===== config.mk =====
export PLATFORM = sky130hd
export DESIGN_NAME = expr_sign_zero_normalizer_top
export DESIGN_NICKNAME = d
export VERILOG_FILES = /design/src/rtl/esz_pkg.sv /design/src/rtl/expr_sign_zero_normalizer_top.sv /design/src/rtl/esz_front.sv /design/src/rtl/esz_queue.sv /design/src/rtl/esz_back.sv
export SDC_FILE = /design/constraint.sdc
export NUM_CORES = 1
export LEC_CHECK = 0
export ABC_AREA = 0
export BUFFER_PORTS_ARGS = -buffer_cell sky130_fd_sc_hd__buf_4
export CAP_MARGIN = 20
export CORE_MARGIN = 3
export CORE_UTILIZATION = 50
export DETAILED_ROUTE_END_ITERATION = 8
export GPL_ROUTABILITY_DRIVEN = 0
export PLACE_DENSITY_LB_ADDON = 0.2
export SYNTH_ARGS = -nofsm -noshare
export SYNTH_HDL_FRONTEND = slang
export SYNTH_SLANG_ARGS = --single-unit
export TNS_END_PERCENT = 100

===== constraint.sdc =====
create_clock -name clk -period 18.28 [get_ports clk]
set_clock_uncertainty 0.15 [all_clocks]
set_input_delay 1.828 -clock clk [delete_from_list [all_inputs] [get_ports clk]]
set_output_delay 1.828 -clock clk [all_outputs]
set_load 0.01 [all_outputs]

===== src/rtl/esz_pkg.sv =====
// Shared types and constants of the expression sign and zero normalizer.
`default_nettype none

package esz_pkg;

  localparam int unsigned QDEPTH     = 4;
  localparam int unsigned QPTR_W     = $clog2(QDEPTH);
  localparam int unsigned QCNT_W     = $clog2(QDEPTH + 1);
  localparam int unsigned CHAR_W     = 8;
  localparam int unsigned CFG_IDX_W  = 3;
  localparam int unsigned CFG_DATA_W = 64;
  localparam int unsigned OP_NUM     = 7;

  localparam logic [CHAR_W-1:0] ZERO_DIGIT_RST = 8'd48;

  typedef enum logic [CFG_IDX_W-1:0] {
    CFG_OP_CHARS     = 3'd0,
    CFG_ZERO_DIGIT   = 3'd1,
    CFG_DIGIT_MASK_0 = 3'd2,
    CFG_DIGIT_MASK_1 = 3'd3,
    CFG_DIGIT_MASK_2 = 3'd4,
    CFG_DIGIT_MASK_3 = 3'd5
  } cfg_idx_t;

  typedef struct packed {
    logic              second;
    logic [CHAR_W-1:0] c0;
    logic [CHAR_W-1:0] c1;
    logic              empty;
    logic              last;
  } entry_t;

endpackage

`default_nettype wire


===== src/rtl/expr_sign_zero_normalizer_top.sv =====
// Top level of the expression sign and zero normalizer.
// A result of an accepted character passes through a four-entry queue and the output register
// before it can transfer.
// Throughput: one input character per cycle while the queue is not full; the output moves
// one character per cycle when out_ready is high; a two-result character takes two transfers.
// Reset (rst_n low, synchronous): clears the queue, stream state and registers to reset values.
`default_nettype none

module expr_sign_zero_normalizer_top (
  input  wire logic                            clk,
  input  wire logic                            rst_n,
  input  wire logic                            cfg_we,
  input  wire logic [esz_pkg::CFG_IDX_W-1:0]   cfg_index,
  input  wire logic [esz_pkg::CFG_DATA_W-1:0]  cfg_data,
  input  wire logic                            in_valid,
  output logic                                 in_ready,
  input  wire logic [esz_pkg::CHAR_W-1:0]      in_char,
  input  wire logic                            in_last,
  output logic                                 out_valid,
  input  wire logic                            out_ready,
  output logic [esz_pkg::CHAR_W-1:0]           out_char,
  output logic                                 out_empty,
  output logic                                 out_last
);

  logic            q_push;
  logic            q_full;
  logic            q_pop;
  logic            q_valid;
  esz_pkg::entry_t q_entry;
  esz_pkg::entry_t q_head;

  esz_front u_front (
    .clk       (clk),
    .rst_n     (rst_n),
    .cfg_we    (cfg_we),
    .cfg_index (cfg_index),
    .cfg_data  (cfg_data),
    .in_valid  (in_valid),
    .in_ready  (in_ready),
    .in_char   (in_char),
    .in_last   (in_last),
    .q_push    (q_push),
    .q_entry   (q_entry),
    .q_full    (q_full)
  );

  esz_queue u_queue (
    .clk        (clk),
    .rst_n      (rst_n),
    .push       (q_push),
    .push_entry (q_entry),
    .full       (q_full),
    .pop        (q_pop),
    .valid      (q_valid),
    .head       (q_head)
  );

  esz_back u_back (
    .clk       (clk),
    .rst_n     (rst_n),
    .q_valid   (q_valid),
    .q_head    (q_head),
    .q_pop     (q_pop),
    .out_valid (out_valid),
    .out_ready (out_ready),
    .out_char  (out_char),
    .out_empty (out_empty),
    .out_last  (out_last)
  );

endmodule

`default_nettype wire


===== src/rtl/esz_front.sv =====
// Front end: configuration registers, character classification and collapse state.
`default_nettype none

module esz_front (
  input  wire logic                                 clk,
  input  wire logic                                 rst_n,
  input  wire logic                                 cfg_we,
  input  wire logic [esz_pkg::CFG_IDX_W-1:0]        cfg_index,
  input  wire logic [esz_pkg::CFG_DATA_W-1:0]       cfg_data,
  input  wire logic                                 in_valid,
  output logic                                      in_ready,
  input  wire logic [esz_pkg::CHAR_W-1:0]           in_char,
  input  wire logic                                 in_last,
  output logic                                      q_push,
  output esz_pkg::entry_t                           q_entry,
  input  wire logic                                 q_full
);

  typedef struct packed {
    logic sign_run_active;
    logic minus_parity;
    logic zero_held;
    logic token_start;
    logic prev_digit_or_close;
  } state_t;

  typedef struct packed {
    logic [1:0]                  cnt;
    logic [esz_pkg::CHAR_W-1:0]  c0;
    logic [esz_pkg::CHAR_W-1:0]  c1;
  } emit_t;

  typedef struct packed {
    state_t st;
    emit_t  em;
  } work_t;

  localparam state_t STATE_RST = '{
    sign_run_active: 1'b0, minus_parity: 1'b0, zero_held: 1'b0,
    token_start: 1'b1, prev_digit_or_close: 1'b0
  };

  logic [esz_pkg::OP_NUM*esz_pkg::CHAR_W-1:0] op_chars_r;
  logic [esz_pkg::CHAR_W-1:0]                 zero_digit_r;
  logic [4*esz_pkg::CFG_DATA_W-1:0]           digit_mask_r;
  state_t                                     state_r;
  state_t                                     state_nxt;

  logic [esz_pkg::OP_NUM-1:0][esz_pkg::CHAR_W-1:0] op_b;
  logic        c_is_op;
  logic        c_is_digit;
  logic        plus_is_digit;
  logic        minus_is_digit;
  logic        c_is_minus;
  logic        c_is_sign;
  logic        accept;
  logic        empty;
  work_t       w;

  function automatic emit_t push_char(emit_t em, logic [esz_pkg::CHAR_W-1:0] x);
    emit_t r;
    r = em;
    if (em.cnt == 2'd0) begin
      r.c0  = x;
      r.cnt = 2'd1;
    end else if (em.cnt == 2'd1) begin
      r.c1  = x;
      r.cnt = 2'd2;
    end
    return r;
  endfunction

  function automatic work_t strip_feed(work_t w_in, logic [esz_pkg::CHAR_W-1:0] x,
                                       logic x_dig, logic x_op,
                                       logic [esz_pkg::CHAR_W-1:0] zc);
    work_t r;
    r = w_in;
    if (r.st.zero_held) begin
      r.st.zero_held = 1'b0;
      if (!x_dig) begin
        r.em = push_char(r.em, zc);
        r.st.token_start = 1'b0;
      end
    end
    if (x_op) begin
      r.em = push_char(r.em, x);
      r.st.token_start = 1'b1;
    end else if (r.st.token_start && (x == zc)) begin
      r.st.zero_held = 1'b1;
    end else begin
      r.em = push_char(r.em, x);
      r.st.token_start = 1'b0;
    end
    return r;
  endfunction

  function automatic work_t resolve_run(work_t w_in,
                                        logic [esz_pkg::CHAR_W-1:0] plus_c,
                                        logic [esz_pkg::CHAR_W-1:0] minus_c,
                                        logic [esz_pkg::CHAR_W-1:0] close_c,
                                        logic plus_dig, logic minus_dig,
                                        logic [esz_pkg::CHAR_W-1:0] zc);
    work_t                      r;
    logic [esz_pkg::CHAR_W-1:0] s;
    logic                       s_dig;
    logic                       go;
    r = w_in;
    r.st.sign_run_active = 1'b0;
    go    = r.st.prev_digit_or_close || r.st.minus_parity;
    s     = r.st.minus_parity ? minus_c : plus_c;
    s_dig = r.st.minus_parity ? minus_dig : plus_dig;
    if (go) begin
      r = strip_feed(r, s, s_dig, 1'b1, zc);
      r.st.prev_digit_or_close = s_dig || (s == close_c);
    end
    return r;
  endfunction

  always_ff @(posedge clk) begin
    if (!rst_n) begin
      op_chars_r   <= '0;
      zero_digit_r <= esz_pkg::ZERO_DIGIT_RST;
      digit_mask_r <= '0;
    end else if (cfg_we) begin
      unique case (cfg_index)
        esz_pkg::CFG_OP_CHARS: begin
          op_chars_r <= cfg_data[esz_pkg::OP_NUM*esz_pkg::CHAR_W-1:0];
        end
        esz_pkg::CFG_ZERO_DIGIT: begin
          zero_digit_r <= cfg_data[esz_pkg::CHAR_W-1:0];
        end
        esz_pkg::CFG_DIGIT_MASK_0: begin
          digit_mask_r[0*esz_pkg::CFG_DATA_W +: esz_pkg::CFG_DATA_W] <= cfg_data;
        end
        esz_pkg::CFG_DIGIT_MASK_1: begin
          digit_mask_r[1*esz_pkg::CFG_DATA_W +: esz_pkg::CFG_DATA_W] <= cfg_data;
        end
        esz_pkg::CFG_DIGIT_MASK_2: begin
          digit_mask_r[2*esz_pkg::CFG_DATA_W +: esz_pkg::CFG_DATA_W] <= cfg_data;
        end
        esz_pkg::CFG_DIGIT_MASK_3: begin
          digit_mask_r[3*esz_pkg::CFG_DATA_W +: esz_pkg::CFG_DATA_W] <= cfg_data;
        end
        default: begin
        end
      endcase
    end
  end

  assign op_b           = op_chars_r;
  assign c_is_digit     = digit_mask_r[in_char];
  assign plus_is_digit  = digit_mask_r[op_b[2]];
  assign minus_is_digit = digit_mask_r[op_b[3]];
  assign c_is_minus     = (in_char == op_b[3]);
  assign c_is_sign      = c_is_minus || (in_char == op_b[2]);

  always_comb begin
    c_is_op = 1'b0;
    for (int k = 0; k < esz_pkg::OP_NUM; k++) begin
      c_is_op = c_is_op || (op_b[k] == in_char);
    end
  end

  always_comb begin
    w.st  = state_r;
    w.em  = '0;
    empty = 1'b0;
    if (c_is_sign) begin
      if (!w.st.sign_run_active) begin
        if (w.st.zero_held) begin
          w.em = push_char(w.em, zero_digit_r);
          w.st.zero_held   = 1'b0;
          w.st.token_start = 1'b0;
        end
        w.st.sign_run_active = 1'b1;
        w.st.minus_parity    = c_is_minus;
      end else begin
        w.st.minus_parity = w.st.minus_parity ^ c_is_minus;
      end
    end else begin
      if (w.st.sign_run_active) begin
        w = resolve_run(w, op_b[2], op_b[3], op_b[1], plus_is_digit, minus_is_digit,
                        zero_digit_r);
      end
      w = strip_feed(w, in_char, c_is_digit, c_is_op, zero_digit_r);
      w.st.prev_digit_or_close = c_is_digit || (in_char == op_b[1]);
    end
    if (in_last) begin
      if (w.st.sign_run_active) begin
        w = resolve_run(w, op_b[2], op_b[3], op_b[1], plus_is_digit, minus_is_digit,
                        zero_digit_r);
      end
      if (w.st.zero_held) begin
        w.em = push_char(w.em, zero_digit_r);
        w.st.zero_held = 1'b0;
      end
      if (w.em.cnt == 2'd0) begin
        w.em  = push_char(w.em, '0);
        empty = 1'b1;
      end
      w.st = STATE_RST;
    end
  end

  assign in_ready  = !q_full;
  assign accept    = in_valid && in_ready;
  assign q_push    = accept && (w.em.cnt != 2'd0);
  assign state_nxt = accept ? w.st : state_r;

  always_comb begin
    q_entry.second = (w.em.cnt == 2'd2);
    q_entry.c0     = w.em.c0;
    q_entry.c1     = w.em.c1;
    q_entry.empty  = empty;
    q_entry.last   = in_last;
  end

  always_ff @(posedge clk) begin
    if (!rst_n) begin
      state_r <= STATE_RST;
    end else begin
      state_r <= state_nxt;
    end
  end

  a_run_no_zero: assert property (@(posedge clk) disable iff (!rst_n)
    state_r.sign_run_active |-> !state_r.zero_held)
    else $error("zero held during a sign run");

  a_last_clears: assert property (@(posedge clk) disable iff (!rst_n)
    (accept && in_last) |=> (state_r.token_start && !state_r.sign_run_active &&
                             !state_r.zero_held && !state_r.prev_digit_or_close))
    else $error("state not cleared after final character");

  a_last_pushes: assert property (@(posedge clk) disable iff (!rst_n)
    (accept && in_last) |-> q_push)
    else $error("final character produced no result");

endmodule

`default_nettype wire


===== src/rtl/esz_queue.sv =====
// Result queue between the front end and the output serializer.
`default_nettype none

module esz_queue (
  input  wire logic            clk,
  input  wire logic            rst_n,
  input  wire logic            push,
  input  wire esz_pkg::entry_t push_entry,
  output logic                 full,
  input  wire logic            pop,
  output logic                 valid,
  output esz_pkg::entry_t      head
);

  esz_pkg::entry_t                   mem_r [esz_pkg::QDEPTH];
  logic [esz_pkg::QPTR_W-1:0]        wr_ptr_r;
  logic [esz_pkg::QPTR_W-1:0]        rd_ptr_r;
  logic [esz_pkg::QCNT_W-1:0]        count_r;
  logic [esz_pkg::QPTR_W-1:0]        wr_ptr_nxt;
  logic [esz_pkg::QPTR_W-1:0]        rd_ptr_nxt;
  logic [esz_pkg::QCNT_W-1:0]        count_nxt;

  localparam logic [esz_pkg::QPTR_W-1:0] PTR_LAST = esz_pkg::QPTR_W'(esz_pkg::QDEPTH - 1);
  localparam logic [esz_pkg::QCNT_W-1:0] CNT_FULL = esz_pkg::QCNT_W'(esz_pkg::QDEPTH);

  assign full  = (count_r == CNT_FULL);
  assign valid = (count_r != '0);
  assign head  = mem_r[rd_ptr_r];

  always_comb begin
    wr_ptr_nxt = wr_ptr_r;
    rd_ptr_nxt = rd_ptr_r;
    count_nxt  = count_r;
    if (push) begin
      wr_ptr_nxt = (wr_ptr_r == PTR_LAST) ? '0 : wr_ptr_r + 1'b1;
    end
    if (pop) begin
      rd_ptr_nxt = (rd_ptr_r == PTR_LAST) ? '0 : rd_ptr_r + 1'b1;
    end
    if (push && !pop) begin
      count_nxt = count_r + 1'b1;
    end else if (pop && !push) begin
      count_nxt = count_r - 1'b1;
    end
  end

  always_ff @(posedge clk) begin
    if (push) begin
      mem_r[wr_ptr_r] <= push_entry;
    end
  end

  always_ff @(posedge clk) begin
    if (!rst_n) begin
      wr_ptr_r <= '0;
      rd_ptr_r <= '0;
      count_r  <= '0;
    end else begin
      wr_ptr_r <= wr_ptr_nxt;
      rd_ptr_r <= rd_ptr_nxt;
      count_r  <= count_nxt;
    end
  end

  a_no_overflow: assert property (@(posedge clk) disable iff (!rst_n)
    !(push && full) && !(pop && !valid))
    else $error("queue overflow or underflow");

endmodule

`default_nettype wire


===== src/rtl/esz_back.sv =====
// Output serializer: sends the one or two characters of each queued entry.
`default_nettype none

module esz_back (
  input  wire logic                          clk,
  input  wire logic                          rst_n,
  input  wire logic                          q_valid,
  input  wire esz_pkg::entry_t               q_head,
  output logic                               q_pop,
  output logic                               out_valid,
  input  wire logic                          out_ready,
  output logic [esz_pkg::CHAR_W-1:0]         out_char,
  output logic                               out_empty,
  output logic                               out_last
);

  logic            cur_valid_r;
  esz_pkg::entry_t cur_r;
  logic            sub_r;
  logic            xfer;
  logic            final_beat;

  assign out_valid  = cur_valid_r;
  assign out_char   = sub_r ? cur_r.c1 : cur_r.c0;
  assign out_empty  = cur_r.empty && !sub_r;
  assign final_beat = sub_r || !cur_r.second;
  assign out_last   = cur_r.last && final_beat;
  assign xfer       = cur_valid_r && out_ready;
  assign q_pop      = q_valid && (!cur_valid_r || (xfer && final_beat));

  always_ff @(posedge clk) begin
    if (q_pop) begin
      cur_r <= q_head;
    end
  end

  always_ff @(posedge clk) begin
    if (!rst_n) begin
      cur_valid_r <= 1'b0;
      sub_r       <= 1'b0;
    end else if (q_pop) begin
      cur_valid_r <= 1'b1;
      sub_r       <= 1'b0;
    end else if (xfer) begin
      cur_valid_r <= !final_beat;
      sub_r       <= !final_beat;
    end
  end

  a_second_beat: assert property (@(posedge clk) disable iff (!rst_n)
    sub_r |-> (cur_valid_r && cur_r.second && !cur_r.empty))
    else $error("second beat without a second character");

endmodule

`default_nettype wire


==> key figures <==
Floorplan
  – Rows: 81
  – Boundary Pins: 93
  – Starting Density: 50.9%
  – Placeable Area: 49300 um^2
  – Die Width: 230 um
  – Die area: 52900 um^2
  – Die height: 230 um

Critical path
  – CP arrival: 8.83 ns
  – Setup crit end kind: register
  – Critical-path maximum fanout: 48
  – CP startpoint kind: primary input
  – Setup CP Type: primary input to register
  – Critical Path RT: 18.46 ns

Detailed routing
  – Vias per cell: 6.34
  – DR iter-0 viols: around 2000
  – Routed Antenna Nets: 0
  – Routed vias: roughly 20000
  – WL final: 78.1 mm
  – Per-cell routed wire length: about 25 um
  – Pre-antenna DRT Iters: 6
  – # DRC: 0

Job
  – Max-cap violations: 0

Yosys
  – Post-synth EDFFs: 95
  – Largest cells by area after synthesis: dfxtp_1 27%, mux4_2 19%, edfxtp_1 11%
  – Syn Nets: 2583
  – Mapped cell area: 25100 um^2
  – Post-synth top cells: 726 x nand2_1, 334 x dfxtp_1, 321 x a21boi_0
  – Number of synthesized register bits: 429
  – Prevailing post-synth register cell: dfxtp_1
  – Top-count cell post-synth: nand2_1
  – Average cell area after synthesis: around 10 um^2
  – Area leader, netlist: dfxtp_1
  – Syn Inst Count: 2485
  – Area share of the largest cell type after synthesis: between 20% and 30%
  – Register area share after synthesis: a little under two fifths
  – Fraction of registers with async set/reset: 0%
  – Yosys synthesis warning count: 0
  – Yosys cell types: 97

Timing
  – Slew HR: 26.8%
  – Tmin final: roughly 8.7 ns
  – Final setup violation count: 0
  – Post-route setup TNS: 0 ns
  – FMAX: 0.116 GHz
  – Worst-margin pin slew: 1.10 ns
  – Final hold violations: 0
  – Final Max Tran Viols: 0
  – Period utilization: 47.3%
  – Unrepaired setup endpoints after global routing: no

Clock network
  – Clock Latency Late Sink: 0.60 ns
  – Setup bufs post-CTS: 0
  – CTS sink count: 429
  – Number of H-tree levels: 2
  – Hold buffer count at CTS: 0
  – Root buf cell: clkbuf_16
  – Clock slew at reported path FFs: 0.06 ns
  – Num CTS Buffers: 48
  – Max clock buf depth: 3
  – PostCTS Resize Cnt: 0
  – CTS tree: built

Min path
  – Hold WC Path Type: register to register

Power and ir drop
  – Power Total: about 2.4 mW
  – PwrDens: 88.4 nW/um^2
  – VDD IR-drop max: around 77 uV
  – Leak Pwr: 8.86 nW
  – Sequential power share: 44.8%
  – Comb pwr share: 14.1%
  – Sw Pwr: 0.636 mW
  – Clock power frac: 41.2%
  – Switching part of the total power: about a quarter
  – Internal cell power: ~1.8 mW

Finish
  – Nets: approximately 2500
  – Fraction of final layout cells sized beyond drive strength 1: 19.4%
  – Area Growth Syn to Fin: 9.46%

Global route
  – Grt ovf: 0
  – First-pass GRT wire length: ~120 mm
  – Total track usage: 29.3%
  – Vias in the first global route: 19700
  – Largest net degree at the start of global routing: between 100 and 150
  – Initial antenna violation count: 1

Run status
  – Status: finished, final reports clean

Place
  – Hpwl dp: 50.4 mm
  – Number of port buffers: 92
logic make-up after synthesis:
| group | after synthesis | synth area share (%) |
|---|---|---|
| AND/OR/NAND/NOR | 938 | 15.9 |
| AO/OA/AOI/OAI | 522 | 16.1 |
| flip-flops | 429 | 38.1 |
| multiplexers | 284 | 22.2 |
| buffers and inverters | 228 | 4.53 |
| XOR/XNOR | 67 | 2.34 |
| adder cells (fa/ha/maj) | 17 | 0.879 |
path summary, 6_finish.rpt:
path	depth (start not counted)	start	slack (ns)	to
setup reg to reg	25	u_front.op_b[24]$_SDFFE_PN0P_	10.21	u_queue.mem_r[2][9]$_DFFE_PP_
setup / recovery	25	in_char[0]	9.63	u_queue.mem_r[2][9]$_DFFE_PP_
hold / removal	2	u_front.op_b[53]$_SDFFE_PN0P_	0.33	u_front.op_b[53]$_SDFFE_PN0P_
hold reg to reg	2	u_front.op_b[53]$_SDFFE_PN0P_	0.33	u_front.op_b[53]$_SDFFE_PN0P_
worst max-delay path, stage by stage:
cell and delay, ns:
buf_4 0.23, buf_4 0.83, mux4_1 0.66, mux2i_1 0.19, nor3_1 0.07, or4b_4 0.55
o32ai_4 0.44, o21bai_2 0.21, nand2_1 0.10, ha_1 0.23, nand2_1 0.08, nor2_1 0.07
a211oi_1 0.27, o21ai_2 0.13, ha_1 0.31, o21ai_0 0.36, ha_1 0.33, nand2_1 0.06
a21boi_0 0.27, inv_1 0.12, ha_1 0.24, nor4b_4 0.39, o21bai_4 0.25, o21ai_2 0.10
a221oi_1 0.46
cell type report:
| type | instances | area (um^2) |
|---|---|---|
| timing repair buffer | 120 | 905 |
| clock inverter | 21 | 226 |
| fill | 4309 | 21800 |
| multi-input combinational | 1828 | 14400 |
| clock buffer | 68 | 1400 |
| antenna | 1 | 2.50 |
| inverter | 19 | 71.3 |
| tap | 664 | 831 |
| sequential | 429 | 9560 |
per-stage QoR:
stage / hold slack, ns / utilization (%) / setup WS, ns / cells / area (um^2)
after CTS: 0.333 / 55.7 / 9.70 / 3148 / 27400
after global placement: 0.314 / 52.4 / 9.32 / 3059 / 25800
after detailed placement: 0.324 / 52.4 / 9.09 / 3059 / 25800
final: 0.329 / 55.7 / 9.63 / 3150 / 27400
after global routing: 0.351 / 55.7 / 9.11 / 3150 / 27400
after floorplan: 0.305 / - / 10.99 / 2485 / 25100
cells in the final DEF, fill, tap and decap left out, types with 10 or more instances in the layout:
master     count
a21boi_0     321
o21ai_1       14
ha_1          16
a21oi_1       19
dfxtp_1      328
and2_1        15
mux2i_1       55
mux2_2        14
nor4_1        19
clkbuf_8      10
nand2_1      723
o21ai_0       24
nand2b_1      17
clkbuf_16     49
o211ai_1      12
a22oi_1       26
inv_1         16
mux4_2       207
buf_4        118
nand3_1       27
xor2_1        65
nor3_1        18
edfxtp_1      95
o22ai_1       12
nor2_1        41
nor2b_1       29
registers in the layout (all words and copies together) (netlist names):
register / count
u_queue.count_r: 3
u_queue.wr_ptr_r: 2
u_front.zero_digit_r: 8
u_back.out_valid: 1
u_back.cur_r: 19
u_back.sub_r: 1
u_front.digit_mask_r: 256
u_queue.mem_r: 76
u_front.state_r: 5
u_queue.rd_ptr_r: 2
u_front.op_b: 56
power groups by stage:
stage	Clock [mW]	Combinational (mW)	Sequential [mW]
floorplan	0	0.237	1.09
global placement	0	0.336	1.10
detailed placement	0	0.343	1.11
CTS	1.01	0.344	1.09
global route	1.05	0.371	1.09
finish	0.999	0.341	1.09
routing by layer:
metal | up-vias | track usage, % | wire length [um]
met5 | - | 0 | 0
met4 | 0 | 12.4 | 3380
met3 | 212 | 5.85 | 6930
met2 | 976 | 47.7 | 37000
met1 | 9881 | 38.3 | 30800
li1 | 8895 | - | -
No activity file was read; power rests on OpenSTA's default activity.
